$ cat config.mk
export PLATFORM = sky130hd
export DESIGN_NAME = tccw_seq
export DESIGN_NICKNAME = d
export VERILOG_FILES = /design/src/rtl/tccw_pkg.sv /design/src/rtl/tccw_seq.sv
export SDC_FILE = /design/constraint.sdc
export NUM_CORES = 1
export LEC_CHECK = 0
export BUFFER_PORTS_ARGS = -buffer_cell sky130_fd_sc_hd__buf_2
export CORE_AREA = 2 2 113 115
export CTS_BUF_LIST = sky130_fd_sc_hd__clkbuf_4 sky130_fd_sc_hd__clkbuf_8 sky130_fd_sc_hd__clkbuf_16
export DETAILED_ROUTE_END_ITERATION = 8
export DIE_AREA = 0 0 115 117
export PLACE_DENSITY = 0.79
export SLEW_MARGIN = 20
export SYNTH_ARGS = -nofsm -noshare
export SYNTH_HDL_FRONTEND = slang
export SYNTH_SLANG_ARGS = --single-unit
$ cat constraint.sdc
create_clock -name clock -period 6.6 [get_ports clock]
set_input_delay 0.33 -clock clock [delete_from_list [all_inputs] [get_ports clock]]
set_output_delay 0.33 -clock clock [all_outputs]
set_load 0.02 [all_outputs]
$ cat src/rtl/tccw_pkg.sv
// Types and constants shared by the text console modules.
`default_nettype none
package tccw_pkg;

   typedef enum logic [1:0] {
      CMD_PUT        = 2'd0,
      CMD_CLEAR      = 2'd1,
      CMD_SET_CURSOR = 2'd2,
      CMD_READ       = 2'd3
   } cmd_type;

   typedef enum logic [2:0] {
      ST_INIT,
      ST_IDLE,
      ST_EXEC,
      ST_SCROLL,
      ST_FILL,
      ST_CLEAR,
      ST_READ,
      ST_DONE
   } state_type;

   typedef struct packed {
      logic rd_en;
      logic wr_en;
      logic wr_from_rd;
   } mem_ctl_type;

   localparam int CHAR_W     = 8;
   localparam int COLOR_W    = 4;
   localparam int ATTR_W     = 8;
   localparam int CELL_W     = 16;
   localparam int COL_PORT_W = 7;
   localparam int ROW_PORT_W = 5;
   localparam int LOC_W      = 11;
   localparam int REQ_DATA_W = 32;
   localparam int RSP_DATA_W = 40;

   localparam logic [CHAR_W-1:0] CHAR_BACKSPACE = 8'h08;
   localparam logic [CHAR_W-1:0] CHAR_TAB       = 8'h09;
   localparam logic [CHAR_W-1:0] CHAR_LF        = 8'h0A;
   localparam logic [CHAR_W-1:0] CHAR_CR        = 8'h0D;
   localparam logic [CHAR_W-1:0] CHAR_SPACE     = 8'h20;
   localparam logic [CHAR_W-1:0] CHAR_LAST_PRINT = 8'h7F;

   localparam logic [ATTR_W-1:0]  RESET_ATTR      = 8'h0F;
   localparam logic [ATTR_W-1:0]  RESET_FILL_ATTR = 8'h0F;
   localparam logic [COLOR_W-1:0] CLEAR_FORE      = 4'hF;

endpackage
`default_nettype wire

$ cat src/rtl/tccw_seq.sv
// Command sequencer: cursor state, put-character logic and the buffer sweep counter.
`default_nettype none
module tccw_seq import tccw_pkg::*; #(
   parameter int COLUMNS   = 80,
   parameter int ROWS      = 25,
   parameter int TAB_WIDTH = 8,
   parameter int CELLS     = 2000,
   parameter int ADDR_W    = 11
) (
   input  logic                  clock,
   input  logic                  reset,
   input  logic                  req_tvalid,
   output logic                  req_tready,
   input  cmd_type               req_command,
   input  logic [CHAR_W-1:0]     req_char_code,
   input  logic [COLOR_W-1:0]    req_bg_color,
   input  logic [COLOR_W-1:0]    req_fg_color,
   input  logic [COL_PORT_W-1:0] req_column,
   input  logic [ROW_PORT_W-1:0] req_row,
   output logic                  rsp_tvalid,
   input  logic                  rsp_tready,
   output logic [COL_PORT_W-1:0] rsp_cursor_col,
   output logic [ROW_PORT_W-1:0] rsp_cursor_row,
   output logic [LOC_W-1:0]      rsp_cursor_location,
   output logic [CELL_W-1:0]     rsp_cell_data,
   input  logic [ATTR_W-1:0]     fill_attr,
   output mem_ctl_type           mem_ctl,
   output logic [ADDR_W-1:0]     rd_addr,
   output logic [ADDR_W-1:0]     wr_addr,
   output logic [CELL_W-1:0]     wr_data,
   input  logic [CELL_W-1:0]     rd_data
);

   localparam int COL_W      = $clog2(COLUMNS);
   localparam int ROW_W      = $clog2(ROWS);
   localparam int NCOL_W     = $clog2(COLUMNS + TAB_WIDTH);
   localparam int NROW_W     = ROW_W + 1;
   localparam int MOVE_CELLS = CELLS - COLUMNS;

   state_type             state_ff, state_in;
   logic [ADDR_W-1:0]     sweep_ff, sweep_in;
   logic [COL_W-1:0]      cur_col_ff, cur_col_in;
   logic [ROW_W-1:0]      cur_row_ff, cur_row_in;
   logic [CELL_W-1:0]     cell_ff, cell_in;
   logic                  rsp_valid_ff, rsp_valid_in;
   logic [COL_PORT_W-1:0] rsp_col_ff;
   logic [ROW_PORT_W-1:0] rsp_row_ff;
   logic [LOC_W-1:0]      rsp_loc_ff;
   logic [CELL_W-1:0]     rsp_cell_ff;

   cmd_type               cmd_ff;
   logic [CHAR_W-1:0]     char_ff;
   logic [COLOR_W-1:0]    back_ff;
   logic [COLOR_W-1:0]    fore_ff;
   logic [COL_PORT_W-1:0] col_arg_ff;
   logic [ROW_PORT_W-1:0] row_arg_ff;

   logic [NCOL_W-1:0] tab_stop [COLUMNS];
   logic [NCOL_W-1:0] col_ext;
   logic [NCOL_W-1:0] put_col;
   logic [NROW_W-1:0] put_row;
   logic [COL_W-1:0]  put_col_fin;
   logic [ROW_W-1:0]  put_row_fin;
   logic [COL_W-1:0]  put_wr_col;
   logic [ADDR_W-1:0] put_addr;
   logic [ADDR_W-1:0] arg_addr;
   logic              row_step;
   logic              col_wrap;
   logic              put_wr;
   logic              put_back;
   logic              printable;
   logic              scroll;
   logic              arg_col_ok;
   logic              arg_row_ok;
   logic              out_free;
   logic              accept;
   logic              load_rsp;
   logic              sweep_last;
   logic              move_last;

   for (genvar g = 0; g < COLUMNS; g++) begin : g_tab
      assign tab_stop[g] = NCOL_W'(g + TAB_WIDTH - (g % TAB_WIDTH));
   end

   assign req_tready = (state_ff == ST_IDLE);
   assign accept     = req_tvalid && req_tready;
   assign out_free   = !rsp_valid_ff || rsp_tready;
   assign sweep_last = (sweep_ff == ADDR_W'(CELLS - 1));
   assign move_last  = (sweep_ff == ADDR_W'(MOVE_CELLS - 1));
   assign arg_col_ok = int'(col_arg_ff) < COLUMNS;
   assign arg_row_ok = int'(row_arg_ff) < ROWS;
   assign arg_addr   = ADDR_W'(int'(row_arg_ff) * COLUMNS) + ADDR_W'(col_arg_ff);
   assign printable  = (char_ff >= CHAR_SPACE) && (char_ff <= CHAR_LAST_PRINT);
   assign col_ext    = NCOL_W'(cur_col_ff);

   always_comb begin
      put_col  = col_ext;
      row_step = 1'b0;
      put_wr   = 1'b0;
      put_back = 1'b0;
      priority if (char_ff == CHAR_BACKSPACE) begin
         if (cur_col_ff != '0) begin
            put_col  = col_ext - NCOL_W'(1);
            put_wr   = 1'b1;
            put_back = 1'b1;
         end
      end else if (char_ff == CHAR_TAB) begin
         put_col = tab_stop[cur_col_ff];
      end else if (char_ff == CHAR_CR) begin
         put_col = '0;
      end else if (char_ff == CHAR_LF) begin
         put_col  = '0;
         row_step = 1'b1;
      end else if (printable) begin
         put_col = col_ext + NCOL_W'(1);
         put_wr  = 1'b1;
      end else begin
         put_col = col_ext;
      end
   end

   assign col_wrap    = (put_col >= NCOL_W'(COLUMNS));
   assign put_col_fin = col_wrap ? '0 : COL_W'(put_col);
   assign put_row     = NROW_W'(cur_row_ff) + NROW_W'(row_step || col_wrap);
   assign scroll      = (put_row >= NROW_W'(ROWS));
   assign put_row_fin = scroll ? ROW_W'(ROWS - 1) : ROW_W'(put_row);
   assign put_wr_col  = cur_col_ff - COL_W'(put_back);
   assign put_addr    = ADDR_W'(int'(cur_row_ff) * COLUMNS) + ADDR_W'(put_wr_col);

   always_comb begin
      state_in = state_ff;
      unique case (state_ff)
         ST_INIT: begin
            if (sweep_last) begin
               state_in = ST_IDLE;
            end
         end
         ST_IDLE: begin
            if (req_tvalid) begin
               state_in = ST_EXEC;
            end
         end
         ST_EXEC: begin
            unique case (cmd_ff)
               CMD_PUT: begin
                  if (scroll) begin
                     state_in = ST_SCROLL;
                  end else begin
                     state_in = out_free ? ST_IDLE : ST_DONE;
                  end
               end
               CMD_CLEAR: begin
                  state_in = ST_CLEAR;
               end
               CMD_SET_CURSOR: begin
                  state_in = out_free ? ST_IDLE : ST_DONE;
               end
               CMD_READ: begin
                  state_in = (arg_col_ok && arg_row_ok) ? ST_READ : ST_DONE;
               end
            endcase
         end
         ST_SCROLL: begin
            if (move_last) begin
               state_in = ST_FILL;
            end
         end
         ST_FILL, ST_CLEAR: begin
            if (sweep_last) begin
               state_in = ST_DONE;
            end
         end
         ST_READ: begin
            state_in = ST_DONE;
         end
         ST_DONE: begin
            if (out_free) begin
               state_in = ST_IDLE;
            end
         end
      endcase
   end

   always_comb begin
      sweep_in   = sweep_ff;
      cur_col_in = cur_col_ff;
      cur_row_in = cur_row_ff;
      cell_in    = cell_ff;
      load_rsp   = 1'b0;
      mem_ctl    = '0;
      rd_addr    = sweep_ff + ADDR_W'(COLUMNS);
      wr_addr    = sweep_ff;
      wr_data    = {fill_attr, CHAR_SPACE};
      unique case (state_ff)
         ST_INIT: begin
            mem_ctl.wr_en = 1'b1;
            wr_data       = {RESET_ATTR, CHAR_SPACE};
            sweep_in      = sweep_last ? '0 : sweep_ff + ADDR_W'(1);
         end
         ST_IDLE: begin
            if (accept) begin
               cell_in = '0;
            end
         end
         ST_EXEC: begin
            unique case (cmd_ff)
               CMD_PUT: begin
                  mem_ctl.wr_en = put_wr;
                  wr_addr       = put_addr;
                  wr_data       = {back_ff, fore_ff, put_back ? CHAR_SPACE : char_ff};
                  cur_col_in    = put_col_fin;
                  cur_row_in    = put_row_fin;
                  load_rsp      = !scroll && out_free;
               end
               CMD_CLEAR: begin
                  cur_col_in = '0;
                  cur_row_in = '0;
               end
               CMD_SET_CURSOR: begin
                  cur_col_in = arg_col_ok ? COL_W'(col_arg_ff) : COL_W'(COLUMNS - 1);
                  cur_row_in = arg_row_ok ? ROW_W'(row_arg_ff) : ROW_W'(ROWS - 1);
                  load_rsp   = out_free;
               end
               CMD_READ: begin
                  mem_ctl.rd_en = arg_col_ok && arg_row_ok;
                  rd_addr       = arg_addr;
               end
            endcase
         end
         ST_SCROLL: begin
            mem_ctl.rd_en      = 1'b1;
            mem_ctl.wr_en      = 1'b1;
            mem_ctl.wr_from_rd = 1'b1;
            sweep_in           = sweep_ff + ADDR_W'(1);
         end
         ST_FILL: begin
            mem_ctl.wr_en = 1'b1;
            sweep_in      = sweep_last ? '0 : sweep_ff + ADDR_W'(1);
         end
         ST_CLEAR: begin
            mem_ctl.wr_en = 1'b1;
            wr_data       = {back_ff, CLEAR_FORE, CHAR_SPACE};
            sweep_in      = sweep_last ? '0 : sweep_ff + ADDR_W'(1);
         end
         ST_READ: begin
            cell_in = rd_data;
         end
         ST_DONE: begin
            load_rsp = out_free;
         end
      endcase
   end

   always_comb begin
      rsp_valid_in = rsp_valid_ff;
      priority if (load_rsp) begin
         rsp_valid_in = 1'b1;
      end else if (rsp_tready) begin
         rsp_valid_in = 1'b0;
      end else begin
         rsp_valid_in = rsp_valid_ff;
      end
   end

   always_ff @(posedge clock) begin
      if (reset) begin
         state_ff     <= ST_INIT;
         sweep_ff     <= '0;
         cur_col_ff   <= '0;
         cur_row_ff   <= '0;
         rsp_valid_ff <= 1'b0;
      end else begin
         state_ff     <= state_in;
         sweep_ff     <= sweep_in;
         cur_col_ff   <= cur_col_in;
         cur_row_ff   <= cur_row_in;
         rsp_valid_ff <= rsp_valid_in;
      end
   end

   always_ff @(posedge clock) begin
      cell_ff <= cell_in;
      if (accept) begin
         cmd_ff     <= req_command;
         char_ff    <= req_char_code;
         back_ff    <= req_bg_color;
         fore_ff    <= req_fg_color;
         col_arg_ff <= req_column;
         row_arg_ff <= req_row;
      end
      if (load_rsp) begin
         rsp_col_ff  <= COL_PORT_W'(cur_col_in);
         rsp_row_ff  <= ROW_PORT_W'(cur_row_in);
         rsp_loc_ff  <= LOC_W'(int'(cur_row_in) * COLUMNS + int'(cur_col_in));
         rsp_cell_ff <= cell_ff;
      end
   end

   assign rsp_tvalid          = rsp_valid_ff;
   assign rsp_cursor_col      = rsp_col_ff;
   assign rsp_cursor_row      = rsp_row_ff;
   assign rsp_cursor_location = rsp_loc_ff;
   assign rsp_cell_data       = rsp_cell_ff;

endmodule
`default_nettype wire

==> flow_metrics.env, run 1 <==
export IMPL_routed_via_density=5.92
export IMPL_fp_row_count=41
export IMPL_synth_cell_types=71
export IMPL_hold_violations=0
export IMPL_grt_pass1_wl_um=24500
export IMPL_die_area_mm2=0.0135
export IMPL_max_slew_margin_pct=31.4
export IMPL_fin_crit_ps=6190
export IMPL_worstMarginPinSlew_ps=1020
export IMPL_io_pins=140
export IMPL_cts_root_buf="clkbuf_16"
export IMPL_max_cap_viol_count=0
export IMPL_outcome="finished, final reports clean"
export IMPL_crit_fanout=9
export IMPL_synthCells=643
export IMPL_antenna_left=0
export IMPL_drtIter0Drc=508
export IMPL_wirelength_um=15800
export IMPL_place_hpwl_um=11800
export IMPL_place_gp_congestion=0.911
export IMPL_max_vdd_ir_drop_mv=0.121
export IMPL_timing_fmax_mhz=161
export IMPL_cp_required_ps=6700
export IMPL_area_growth_synth_to_final_pct=15.3
export IMPL_cp_end_kind="flop"
export IMPL_drc_errors=0
export IMPL_dieWidth_um=115
export IMPL_rsz0062_at_grt="no"
export IMPL_start_util_pct=53.2
export IMPL_synth_nets=746
export IMPL_wl_per_cell_um=17.2
export IMPL_p_leak_nw=3.18
export IMPL_clk_pin_slew_ps=80
export IMPL_cts_tree="yes"
export IMPL_async_reset_ff_share_pct=0
export IMPL_ys_ff_latch=108
export IMPL_dr_pass1_iters=5
export IMPL_skew_ps=8.00
export IMPL_cts_buffers_inserted=9
export IMPL_hold_class="in2reg"
export IMPL_overflow=0
export IMPL_synth_edf_count=81
export IMPL_fin_crit_sh_pct=93.8
export IMPL_vias=5424
export IMPL_yosysWarnings=0
export IMPL_grt_usage_pct=23.2
export IMPL_avgSynthCellArea_um2=10.2
export IMPL_synth_cell_area_mm2=0.00654
export IMPL_powerDensity_mw_per_mm2=171
export IMPL_setup_violations_final=0
export IMPL_fillers=1018
export IMPL_clock_tree_buffer_depth=2
export IMPL_grt_pass1_vias=4946
export IMPL_core_area_mm2=0.0123
export IMPL_cts_sinks=108
export IMPL_diodes=0
export IMPL_dieHeight_um=117
export IMPL_arrival_ps=6300
export IMPL_htree_levels=3
export IMPL_worst_setup_path_type="reg2reg"
export IMPL_nets=864
export IMPL_hold_slack_ps=150
export IMPL_fin_tns_setup_ps=0
export IMPL_antenna_found_initial=0
export IMPL_clock_latency_ps=350
export IMPL_synth_top_flop_cell="edfxtp_1"
export IMPL_grt_max_degree=39
export IMPL_drive_gt1_share_pct=24.8
export IMPL_seq_area_frac_synth_pct=45.4
export IMPL_slew_viol_final=0
export IMPL_portBuffers=139
export IMPL_post_cts_buffers=0
export IMPL_worstSetupStartpointType="flop"
-- cell usage after synthesis, types with 4 or more instances --
library cell  number  area (µm²)
edfxtp_1          81        2430
nand2_1           68         255
nor2_1            44         165
o21ai_0           40         200
ha_1              39         488
dfxtp_1           27         541
and3_1            26         163
xnor2_1           25         219
a21oi_1           24         120
clkbuf_1          24        90.1
inv_1             24        90.1
xor2_1            20         175
nand3_1           16        80.1
a22oi_1           12        90.1
nor3_1            12        60.1
a21o_1            10        75.1
and2_1             9        56.3
a31oi_1            8        50.1
nor2b_1            8        50.1
nand2b_1           7        43.8
o31ai_1            7        52.6
fa_1               6         120
clkbuf_8           5        68.8
mux2_2             5        56.3
nand4_1            5        31.3
nor4_1             5        31.3
o22ai_1            5        31.3
o32ai_1            5        43.8
or2_2              5        31.3
or3_1              5        31.3
buf_4              4        30.0
-- metal layers --
layer	track usage, %	vias up	part of all wire (%)	wire, µm
met4	7.31	0	1.9	306
li1	-	2591	-	-
met3	5.20	21	8.5	1330
met5	0	-	0	0
met2	36.8	273	47	7460
met1	32.0	2539	42	6670
-- timing repair --
| item | in CTS | in global routing |
|---|---|---|
| gates resized for setup | 0 | 1 |
| endpoints found under the setup margin | 0 | 1 |
| hold buffers | 0 | 0 |
-- report_power, final --
group	total [mW]	switching, mW	internal (mW)
Combinational	0.0366	0.0180	0.0186
Clock	0.525	0.260	0.265
Sequential	0.727	0.00351	0.724
-- placed cells by master (no fill, tap or decap), drive strengths merged, types with 12 or more instances in the layout --
cell type,instances
ha,39
edfxtp,81
a21o,12
xor2,20
a22oi,12
buf,145
nor3,12
nor2,44
nand2,69
inv,27
xnor2,25
nand3,16
a21oi,24
dfxtp,27
and3,26
o21ai,42
-- critical path, cell delays in order (launching register included) --
cell,delay (ps)
dfxtp_1,410
inv_1,150
ha_1,240
or4b_2,650
o22ai_1,230
o21ai_0,150
a21o_2,260
a32oi_4,370
a31o_1,190
ha_1,230
ha_1,280
or2_2,290
a31oi_1,280
a31oi_2,100
o41ai_1,360
a22o_1,260
ha_1,160
ha_1,160
inv_1,70
fa_1,400
xor2_1,200
nor3_1,230
xor2_1,200
xnor2_1,70
-- final timing paths --
check        slack (ps)            start  depth (start not counted)                      end
max                 410       col_ext[0]                         23  rsp_cursor_location[10]
min                 150  req_bg_color[0]                          1               back_ff[0]
max reg2reg         410       col_ext[0]                         23  rsp_cursor_location[10]
min reg2reg         420      cell_ff[15]                          0        rsp_cell_data[15]
-- sequential cells by signal, summed over array words and instances (netlist names) --
register / count
row_arg_ff: 5
back_ff: 4
rsp_tvalid: 1
rsp_cursor_col: 7
rsp_cursor_row: 5
sweep_ff: 11
fore_ff: 4
cmd_ff: 2
col_ext: 7
col_arg_ff: 7
cell_ff: 16
cur_row_ff: 5
rsp_cursor_location: 7
rsp_cell_data: 16
char_ff: 8
state_ff: 3
-- cell type report --
type	instances	area [µm²]	share of cell area, %
clock buffer	9	225	2.99
clock inverter	7	67.6	0.896
inverter	25	95.1	1.26
multi-input combinational	472	3260	43.2
sequential	108	2970	39.4
tap	150	188	2.49
timing repair buffer	145	741	9.82
-- metrics by stage --
stage	instance area (µm²)	std cells	utilization, %	worst slack, ps	total power [mW]
after detailed placement	7250	900	58.9	493	0.779
after global routing	7540	916	61.3	44.2	1.33
after floorplan	6540	643	-	606	0.756
final	7540	916	61.3	407	1.29
after CTS	7540	916	61.2	468	1.30
after global placement	7250	900	58.9	749	0.778
-- cell families after synthesis --
kind of cell	Yosys count	share of synthesized area (%)
AO/OA/AOI/OAI	149	15.5
adder cells (fa/ha/maj)	45	9.29
multiplexers	6	1.01
flip-flops	108	45.4
buffers and inverters	63	5.11
AND/OR/NAND/NOR	227	17.6
XOR/XNOR	45	6.02
Power figures use the tool's default switching activity.
==> inputs of run 2 (changes only) <==
--- a/config.mk
+++ b/config.mk
@@ -5,7 +5,7 @@
 export SDC_FILE = /design/constraint.sdc
 export NUM_CORES = 1
 export LEC_CHECK = 0
-export BUFFER_PORTS_ARGS = -buffer_cell sky130_fd_sc_hd__buf_2
+export BUFFER_PORTS_ARGS = -buffer_cell sky130_fd_sc_hd__buf_4
 export CORE_AREA = 2 2 113 115
 export CTS_BUF_LIST = sky130_fd_sc_hd__clkbuf_4 sky130_fd_sc_hd__clkbuf_8 sky130_fd_sc_hd__clkbuf_16
 export DETAILED_ROUTE_END_ITERATION = 8
==> run 2 against run 1 <==
Effect of this change:
- hold slack lost 14 ps
- largest power group unchanged
- sequential power is essentially flat
- clock power grew 5.9%
- worst setup slack gained 57 ps
- largest cell class unchanged
- clock skew grew 2.9 ps
- sequential cell count is the same
- critical path depth grew 1
==> flow_metrics.env, run 2 (same netlist as run 1, synthesis figures left out) <==
export IMPL_core_area_mm2=0.0123
export IMPL_cp_required_ps=6720
export IMPL_max_vdd_ir_drop_mv=0.162
export IMPL_hold_class="in2reg"
export IMPL_overflow=0
export IMPL_drive_gt1_share_pct=25.0
export IMPL_place_hpwl_um=12100
export IMPL_htree_levels=3
export IMPL_fp_row_count=41
export IMPL_multi_input_area_mm2=0.00325
export IMPL_io_pins=140
export IMPL_cts_tree="yes"
export IMPL_clk_pin_slew_ps=80
export IMPL_dieWidth_um=115
export IMPL_final_cell_mix="146 x buf_4, 81 x edfxtp_1, 68 x nand2_1"
export IMPL_placedInstanceArea_mm2=0.00760
export IMPL_wirelength_um=16200
export IMPL_regArea_mm2=0.00297
export IMPL_worst_setup_path_type="reg2reg"
export IMPL_antenna_found_initial=0
export IMPL_rsz0062_at_grt="no"
export IMPL_p_leak_nw=3.29
export IMPL_arrival_ps=6250
export IMPL_grt_usage_pct=24.4
export IMPL_dr_pass1_iters=5
export IMPL_finalInstanceArea_mm2=0.00792
export IMPL_antenna_left=0
export IMPL_grt_pass1_vias=5126
export IMPL_crit_fanout=9
export IMPL_drc_errors=0
export IMPL_cts_buffers_inserted=9
export IMPL_fin_crit_ps=6140
export IMPL_slew_viol_final=0
export IMPL_worstMarginPinSlew_ps=1000
export IMPL_powerDensity_mw_per_mm2=168
export IMPL_vias=5448
export IMPL_outcome="finished, final reports clean"
export IMPL_timing_fmax_mhz=163
export IMPL_nets=865
export IMPL_diodes=0
export IMPL_final_common_cell="buf_4"
export IMPL_cts_sinks=108
export IMPL_cp_end_kind="flop"
export IMPL_wl_per_cell_um=17.7
export IMPL_layout_cells_non_filler=917
export IMPL_fillers=1016
export IMPL_area_growth_synth_to_final_pct=21.0
export IMPL_setup_violations_final=0
export IMPL_max_slew_margin_pct=33.0
export IMPL_dpl_cell_count=901
export IMPL_worstSetupStartpointType="flop"
export IMPL_clock_tree_buffer_depth=2
export IMPL_max_cap_viol_count=0
export IMPL_place_gp_congestion=0.910
export IMPL_fin_tns_setup_ps=0
export IMPL_dieHeight_um=117
export IMPL_post_cts_buffers=0
export IMPL_clock_latency_ps=360
export IMPL_routed_via_density=5.94
export IMPL_cts_root_buf="clkbuf_16"
export IMPL_die_area_mm2=0.0135
export IMPL_skew_ps=10.9
export IMPL_hold_violations=0
export IMPL_start_util_pct=53.2
export IMPL_drtIter0Drc=410
export IMPL_grt_pass1_wl_um=25400
export IMPL_portBuffers=139
export IMPL_ctsResizeCount=0
export IMPL_cts_hold_buf=0
export IMPL_fin_crit_sh_pct=93.0
export IMPL_grt_max_degree=40
==> run 2: per-stage QoR <==
stage / utilization (%) / hold WS, ps / setup WS, ps / total power [mW]
floorplan: - / 400 / 606 / 0.756
global placement: 61.7 / 403 / 756 / 0.789
detailed placement: 61.7 / 405 / 578 / 0.790
CTS: 64.3 / 131 / 549 / 1.34
global route: 64.3 / 124 / 138 / 1.38
finish: 64.3 / 136 / 464 / 1.33
==> run 2: cell type report <==
type,count,area share (%)
clock buffer,9,2.84
inverter,25,1.20
multi-input combinational,472,41.1
clock inverter,7,1.12
timing repair buffer,146,13.8
tap,150,2.37
sequential,108,37.5
==> run 2: worst paths after layout <==
kind                             startpoint                       to  slack, ps  depth (start not counted)
worst max-delay path             col_ext[0]  rsp_cursor_location[10]        460                         24
worst min-delay path             req_row[0]            row_arg_ff[0]        140                          1
worst max register to register   col_ext[0]  rsp_cursor_location[10]        460                         24
worst min register to register  cell_ff[11]        rsp_cell_data[11]        420                          0
==> run 2: worst max-delay path: stages (launching register included) <==
cell,delay (ps)
dfxtp_1,400
inv_1,150
ha_1,230
or4b_2,650
o22ai_1,240
o21ai_0,160
a21o_2,270
a32oi_4,360
a31o_1,170
ha_1,210
ha_1,250
and3_1,240
a31oi_1,130
a31oi_1,320
nor3_1,90
o22ai_1,290
inv_1,140
ha_1,300
ha_1,160
inv_1,50
fa_1,380
xor2_1,190
nor3_1,220
xor2_1,190
xnor2_1,80
==> run 2: power by group <==
part	internal, mW	switching, mW
registers	0.724	0.00354
logic	0.0297	0.0185
clock network	0.275	0.281
total	1.03	0.303
==> run 2: per-layer routing <==
layer  up-vias  global-route usage [%]  share of wire (%)
met5         -                       0                  0
met4         0                    10.7                3.4
met3        33                    5.51                7.2
met2       230                    38.3                 47
met1      2590                    32.5                 42
li1       2595                       -                  -
